`src/rtl/core/tpb_pkg.sv`:
```
// Shared constants and types for the timed peer blocklist.
`default_nettype none
package tpb_pkg;

  localparam int unsigned TABLE_DEPTH_DEFAULT = 16;

  localparam int unsigned PEER_W    = 32;
  localparam int unsigned TIME_W    = 48;
  localparam int unsigned SPAN_W    = 40;
  localparam int unsigned ENTRIES_W = 5;
  localparam int unsigned ENTRY_W   = PEER_W + TIME_W;

  localparam logic [SPAN_W-1:0] EXPIRY_RESET = SPAN_W'(600000000);

  // Request kinds.
  localparam logic REQ_QUERY = 1'b0;
  localparam logic REQ_ADD   = 1'b1;

  typedef enum logic [1:0] {
    OUT_NONE    = 2'd0,
    OUT_REFRESH = 2'd1,
    OUT_INSERT  = 2'd2,
    OUT_DROP    = 2'd3
  } outcome_t;

endpackage
`default_nettype wire

```
`src/rtl/core/tpb_ram.sv`:
```
// Generic single write port, single read port RAM with registered read data.
`default_nettype none
module tpb_ram #(
  parameter int unsigned WIDTH = 8,
  parameter int unsigned DEPTH = 16,
  localparam int unsigned ADDR_W = (DEPTH > 1) ? $clog2(DEPTH) : 1
) (
  input  wire logic              clk,
  input  wire logic              wr_en,
  input  wire logic [ADDR_W-1:0] wr_addr,
  input  wire logic [WIDTH-1:0]  wr_data,
  input  wire logic [ADDR_W-1:0] rd_addr,
  output logic      [WIDTH-1:0]  rd_data
);

  logic [WIDTH-1:0] mem [DEPTH];

  always_ff @(posedge clk) begin
    if (wr_en) begin
      mem[wr_addr] <= wr_data;
    end
    rd_data <= mem[rd_addr];
  end

endmodule
`default_nettype wire

```
`src/rtl/core/timed_peer_blocklist_core.sv`:
```
// Top level of the timed peer blocklist: sequencer, shared age compare and table RAM.
// A query scans the used entries for a live match. An add refreshes a matching entry,
// or else runs an eviction pass that removes expired entries and then inserts the peer,
// dropped when the table is full. With an empty table the scan is skipped; peer zero
// skips the table.
// One transaction at a time, set by the single RAM read port and the shared age compare.
// Reset clears count, sequencer and output valid and loads the default span; rows stay.
`default_nettype none
module timed_peer_blocklist_core
  import tpb_pkg::*;
#(
  parameter int unsigned TABLE_DEPTH = TABLE_DEPTH_DEFAULT
) (
  input  wire logic                 clk,
  input  wire logic                 rst,

  input  wire logic                 in_valid,
  output logic                      in_stall,
  input  wire logic                 req_type,
  input  wire logic [PEER_W-1:0]    peer_key,
  input  wire logic [TIME_W-1:0]    now_time,

  output logic                      out_valid,
  input  wire logic                 out_stall,
  output logic                      is_blocked,
  output logic [1:0]                add_outcome,
  output logic [ENTRIES_W-1:0]      entries_used,

  input  wire logic                 cfg_valid,
  output logic                      cfg_ready,
  input  wire logic [SPAN_W-1:0]    cfg_data
);

  localparam int unsigned ADDR_W = (TABLE_DEPTH > 1) ? $clog2(TABLE_DEPTH) : 1;
  localparam int unsigned CNT_W  = $clog2(TABLE_DEPTH + 1);
  localparam logic [CNT_W-1:0] DEPTH_CNT = CNT_W'(TABLE_DEPTH);

  // One-hot sequencer states.
  typedef enum logic [6:0] {
    S_IDLE    = 7'b0000001,
    S_SCAN    = 7'b0000010,
    S_EV_RD   = 7'b0000100,
    S_EV_CHK  = 7'b0001000,
    S_EV_MOVE = 7'b0010000,
    S_INSERT  = 7'b0100000,
    S_DONE    = 7'b1000000
  } state_t;

  state_t             state;
  logic               req_kind;
  logic [PEER_W-1:0]  req_key;
  logic [TIME_W-1:0]  req_now;
  logic [CNT_W-1:0]   idx;
  logic [CNT_W-1:0]   used_count;
  logic [SPAN_W-1:0]  expiry_span;
  logic               res_blocked;
  outcome_t           res_outcome;
  outcome_t           out_outcome;

  logic               ram_wr_en;
  logic [ADDR_W-1:0]  ram_wr_addr;
  logic [ENTRY_W-1:0] ram_wr_data;
  logic [ADDR_W-1:0]  ram_rd_addr;
  logic [ENTRY_W-1:0] ram_rd_data;

  logic [PEER_W-1:0]  rd_peer;
  logic [TIME_W-1:0]  rd_stamp;
  logic [TIME_W:0]    age_diff;
  logic               entry_expired;
  logic               peer_match;
  logic [CNT_W-1:0]   idx_inc;
  logic [CNT_W-1:0]   used_dec;
  logic               in_take;
  logic               out_free;

  // Each table row packs the peer id above its stamp.
  assign rd_peer  = ram_rd_data[ENTRY_W-1:TIME_W];
  assign rd_stamp = ram_rd_data[TIME_W-1:0];

  // The shared age unit: one subtract and one compare, used by both the lookup scan
  // and the eviction pass. A stamp after the current time gives a borrow, and such
  // an entry is never treated as expired.
  assign age_diff      = {1'b0, req_now} - {1'b0, rd_stamp};
  assign entry_expired = !age_diff[TIME_W] &&
                         (age_diff[TIME_W-1:0] >= TIME_W'(expiry_span));
  assign peer_match    = (rd_peer == req_key);

  assign idx_inc  = idx + CNT_W'(1);
  assign used_dec = used_count - CNT_W'(1);

  assign in_stall  = (state != S_IDLE);
  assign in_take   = in_valid && !in_stall;
  assign cfg_ready = 1'b1;

  // The output register can be loaded when it is empty or its transaction leaves now.
  assign out_free  = !out_valid || !out_stall;

  // RAM read address selection. The read issued in one state returns data in the next.
  always_comb begin
    unique case (state)
      S_IDLE:   ram_rd_addr = '0;
      S_SCAN:   ram_rd_addr = idx_inc[ADDR_W-1:0];
      S_EV_RD:  ram_rd_addr = idx[ADDR_W-1:0];
      S_EV_CHK: ram_rd_addr = used_dec[ADDR_W-1:0];
      default:  ram_rd_addr = '0;
    endcase
  end

  // RAM write selection: refresh of a matching entry, the move of the last entry
  // into an evicted slot, or the append of a new peer.
  always_comb begin
    ram_wr_en   = 1'b0;
    ram_wr_addr = idx[ADDR_W-1:0];
    ram_wr_data = {req_key, req_now};
    unique case (state)
      S_SCAN: begin
        ram_wr_en = (req_kind == REQ_ADD) && peer_match;
      end
      S_EV_MOVE: begin
        ram_wr_en   = 1'b1;
        ram_wr_data = ram_rd_data;
      end
      S_INSERT: begin
        ram_wr_en   = (used_count < DEPTH_CNT);
        ram_wr_addr = used_count[ADDR_W-1:0];
      end
      default: begin
        ram_wr_en = 1'b0;
      end
    endcase
  end

  tpb_ram #(
    .WIDTH (ENTRY_W),
    .DEPTH (TABLE_DEPTH)
  ) u_table (
    .clk     (clk),
    .wr_en   (ram_wr_en),
    .wr_addr (ram_wr_addr),
    .wr_data (ram_wr_data),
    .rd_addr (ram_rd_addr),
    .rd_data (ram_rd_data)
  );

  // Configuration register. Write only while the block is idle; the block does not enforce it.
  always_ff @(posedge clk) begin
    if (rst) begin
      expiry_span <= EXPIRY_RESET;
    end else if (cfg_valid && cfg_ready) begin
      expiry_span <= cfg_data;
    end
  end

  // Request capture and sequencer.
  always_ff @(posedge clk) begin
    if (rst) begin
      state      <= S_IDLE;
      used_count <= '0;
    end else begin
      unique case (state)
        S_IDLE: begin
          if (in_take) begin
            req_kind    <= req_type;
            req_key     <= peer_key;
            req_now     <= now_time;
            idx         <= '0;
            res_blocked <= 1'b0;
            res_outcome <= OUT_NONE;
            if (peer_key == '0) begin
              // Peer zero is never blocked and is never added.
              state <= S_DONE;
            end else if (used_count == '0) begin
              state <= (req_type == REQ_ADD) ? S_INSERT : S_DONE;
            end else begin
              state <= S_SCAN;
            end
          end
        end
        S_SCAN: begin
          // The entry at idx is on the read port; the next one is being fetched.
          if (req_kind == REQ_QUERY) begin
            if (peer_match && !entry_expired) begin
              res_blocked <= 1'b1;
              state       <= S_DONE;
            end else if (idx_inc == used_count) begin
              state <= S_DONE;
            end else begin
              idx <= idx_inc;
            end
          end else begin
            if (peer_match) begin
              // The stamp is rewritten even when the entry has already expired.
              res_outcome <= OUT_REFRESH;
              state       <= S_DONE;
            end else if (idx_inc == used_count) begin
              idx   <= '0;
              state <= S_EV_RD;
            end else begin
              idx <= idx_inc;
            end
          end
        end
        S_EV_RD: begin
          state <= (idx == used_count) ? S_INSERT : S_EV_CHK;
        end
        S_EV_CHK: begin
          if (entry_expired) begin
            // Shrink the table and pull the last entry into this slot.
            used_count <= used_dec;
            state      <= S_EV_MOVE;
          end else begin
            idx   <= idx_inc;
            state <= S_EV_RD;
          end
        end
        S_EV_MOVE: begin
          // The moved entry is checked again from the same slot.
          state <= S_EV_RD;
        end
        S_INSERT: begin
          if (used_count < DEPTH_CNT) begin
            used_count  <= used_count + CNT_W'(1);
            res_outcome <= OUT_INSERT;
          end else begin
            res_outcome <= OUT_DROP;
          end
          state <= S_DONE;
        end
        S_DONE: begin
          if (out_free) begin
            state <= S_IDLE;
          end
        end
        default: begin
          state <= S_IDLE;
        end
      endcase
    end
  end

  // Output register. A finished result waits here until the receiver takes it.
  always_ff @(posedge clk) begin
    if (rst) begin
      out_valid <= 1'b0;
    end else if (state == S_DONE && out_free) begin
      out_valid    <= 1'b1;
      is_blocked   <= res_blocked;
      out_outcome  <= res_outcome;
      entries_used <= ENTRIES_W'(used_count);
    end else if (out_valid && !out_stall) begin
      out_valid <= 1'b0;
    end
  end

  assign add_outcome = out_outcome;

endmodule
`default_nettype wire
```
`config.mk`:
```
export PLATFORM = sky130hd
export DESIGN_NAME = timed_peer_blocklist_core
export DESIGN_NICKNAME = d
export VERILOG_FILES = /design/src/rtl/core/tpb_pkg.sv /design/src/rtl/core/tpb_ram.sv /design/src/rtl/core/timed_peer_blocklist_core.sv
export SDC_FILE = /design/constraint.sdc
export NUM_CORES = 2
export LEC_CHECK = 0
export BUFFER_PORTS_ARGS = -buffer_cell sky130_fd_sc_hd__clkbuf_2
export CAP_MARGIN = 20
export CORE_UTILIZATION = 60
export DETAILED_ROUTE_END_ITERATION = 6
export PLACE_DENSITY = 0.77
export SLEW_MARGIN = 20
export SYNTH_ARGS = -nofsm -noshare
export SYNTH_HDL_FRONTEND = slang
export SYNTH_SLANG_ARGS = --single-unit
```
`constraint.sdc`:
```
create_clock -name clk -period 8.89 [get_ports clk]
set_input_delay 0.4445 -clock clk [delete_from_list [all_inputs] [get_ports clk]]
set_output_delay 0.4445 -clock clk [all_outputs]
set_load 0.1 [all_outputs]
```
==> metrics.csv <==
metric;value;unit
status;finished, final reports clean;
synth_area;63000;um^2
ys_seq_area_share;69.8;%
avgSynthCellArea;13.2;um^2
power_density;230;nW/um^2
clkLatencyLatePin;0.77;ns
io_pins;137;
final_layout_size_suffix_gt1_share;10.6;%
wl;152000;um
relSlewSlack;22.9;%
fmax;167;MHz
crit_slowest_cell;edfxtp_1;
required;9.38;ns
grt_use_met3;4.20;%
dp_slack;3.00;ns
vias;40800;
cts_setup_buffers;0;
finalWeightedCongestion;0.902;
initialDrtViolationCount;5268;
postCtsResizedCells;0;
antenna_found_initial;1;
die_w;326;um
areaGrowthSynthToFinish;13.2;%
firstDrtPassIters;6;
drc;0;
cts_made_buffers;150;
syn-num-nets;4980;
track_usage;28.3;%
total_power;0.0164;W
finalMaxSlewViolations;0;
cpPeakStageDelay;0.40;ns
gr-total-overflow;0;
synth_edf_count;1377;
synth_ff_type;edfxtp_1;
yosys_warnings;0;
layout_setup_ws;2.92;ns
core;104000;um^2
clockBufferDepth;3;
cts_tree;built;
finalSetupTns;0;ns
grt_start_max_net_pins;203;
wl_per_cell;23.6;um
nets;5168;
worstPathArrival;6.47;ns
fin_skew;0.0357;ns
crit_top_cell;a21oi_1;
avgViaCountPerCell;6.31;
htree_levels;4;
dpl.hpwl;80900;um
synth_cells;4761;
grt_setup_unrepaired;no;
hp-class;input port to register;
crit_path_end_kind;register;
drv_cap;0;
tightest_slew;1.15;ns
hold_buffers;122;
top_usage_layer;met2;
grt_first_pass_wirelength;230000;um
rows;118;
setup_viol;0;
io_buffers;135;
crit_fanout;9;
vdd_drop_max;0.000202;V
grt_pass1_vias;39100;
gr-usage-met1;40.2;%
dieArea;106000;um^2
cp-start-kind;register;
cts.clk_slew.worst_paths;0.06;ns
async_reset_ff_share;0;%
met2_usage;45.5;%
crit_type;register to register;
die_h;326;um
antenna_left;0;
finalCritPeriodShare;67.2;%
cts_sinks;1510;
nFillCells;6735;
finalCriticalPeriod;5.97;ns
initial_core_util;60.7;%
ys_ff_latch;1510;
cts_root_buf;clkbuf_16;
synth_cell_type_count;80;
finalHoldViolations;0;
leakage;24.0;nW
-- flip-flops by register name, indices dropped and copies added, names as in the netlist --
register / cells
is_blocked: 1
state: 7
u_table.mem: 1280
entries_used: 5
out_valid: 1
req_kind: 1
res_blocked: 1
add_outcome: 2
res_outcome: 2
used_count: 5
u_table.rd_data: 80
idx: 5
expiry_span: 40
req_now: 48
req_key: 32
-- area by class of cell --
type / instances / area [um^2] / share of cell area, %
diodes: 1 / 2.50 / 0.00351
clock buffers: 198 / 4120 / 5.77
clock inverters: 80 / 768 / 1.08
inverters: 113 / 424 / 0.595
multi-input cells: 2819 / 17500 / 24.5
flip-flops and latches: 1510 / 44000 / 61.7
well taps: 1380 / 1730 / 2.42
repair buffers: 355 / 2830 / 3.96
-- placed cells by master (no fill, tap or decap), types with 24 or more instances in the layout --
cell and count:
xor2_1 52, clkinv_2 24, ha_1 92, o21ai_0 106, mux2_2 35, dfxtp_1 133
a311oi_1 163, clkinv_1 27, nand2_1 762, xnor2_1 33, mux2i_1 32, buf_4 83
a31oi_1 171, clkbuf_16 152, a211oi_1 409, nand4_1 31, nor2_1 95, inv_1 113
and2_1 254, dlygate4sd3_1 122, edfxtp_1 1377, and2_0 73, clkbuf_1 32, nor4_1 30
a21oi_1 250, clkbuf_2 135
-- cells by family (layout without fill, tap and decap cells) --
kind of cell / Yosys count / after routing / synth area share, %
AO/OA/AOI/OAI: 1200 / 1200 / 13.0
flip-flops: 1510 / 1510 / 69.8
buffers and inverters: 432 / 746 / 2.78
adder cells (fa/ha/maj): 93 / 93 / 1.86
XOR/XNOR: 85 / 85 / 1.18
AND/OR/NAND/NOR: 1373 / 1373 / 10.2
other: 1 / 2 / 0.00595
multiplexers: 67 / 67 / 1.13
-- cell usage after synthesis (all sizes together) (7+ instances only) --
library cell	count	area share [%]
nor2b	9	0.089
mux2	35	0.63
nor4	35	0.41
a311oi	163	2.3
inv	113	0.67
mux2i	32	0.51
a21oi	252	2.0
nor2	113	0.68
o21a	11	0.13
a211oi	410	4.9
a31oi	171	1.7
o21ai	116	0.92
buf	81	0.69
a21o	21	0.25
ha	92	1.8
nand4	33	0.36
dfxtp	133	4.2
xnor2	33	0.46
nand2	763	4.6
and2	327	3.2
and3	11	0.11
nand3	22	0.18
edfxtp	1377	66
nor3	21	0.17
o211ai	17	0.20
nand2b	14	0.14
clkbuf	238	1.4
xor2	52	0.72
or3	7	0.069
-- report_power, final --
group | leakage (nW) | total, W | switching, W | internal [W]
Combinational | 8.05 | 0.00200 | 0.00133 | 0.000674
Sequential | 13.5 | 0.00819 | 0.0000983 | 0.00809
Clock | 2.39 | 0.00621 | 0.00266 | 0.00355
-- per-stage QoR --
stage	instance area (um^2)	std cells	utilization [%]	hold slack (ns)
after detailed placement	65200	6054	62.8	0.406
final	71300	6456	68.7	0.189
after global routing	71300	6455	68.7	0.215
after floorplan	63000	4761	-	0.400
after CTS	71300	6454	68.7	0.159
after global placement	65200	6054	62.8	0.401
-- critical path: cells and delay by family (launching register included) --
family / cells / cell delay [ns]
xor+xnor: 1 / 0.14
flops: 1 / 0.40
compound gates: 14 / 2.98
simple gates: 9 / 1.55
fa+ha+maj: 2 / 0.63
-- per-layer routing --
metal | part of all wire [%] | vias up
li1 | - | 18400
met1 | 41 | 20000
met2 | 48 | 2068
met3 | 8.8 | 265
met4 | 2.4 | 0
met5 | 0 | -
-- worst paths after layout --
path | to | depth (start not counted) | slack [ns] | startpoint
worst max-delay path | idx[4] | 26 | 2.92 | req_now[2]
worst min-delay path | expiry_span[30] | 3 | 0.19 | cfg_valid
worst max register to register | idx[4] | 26 | 2.92 | req_now[2]
worst min register to register | add_outcome[0] | 0 | 0.42 | res_outcome[0]
Note: power is estimated with default switching activity, not from simulation.
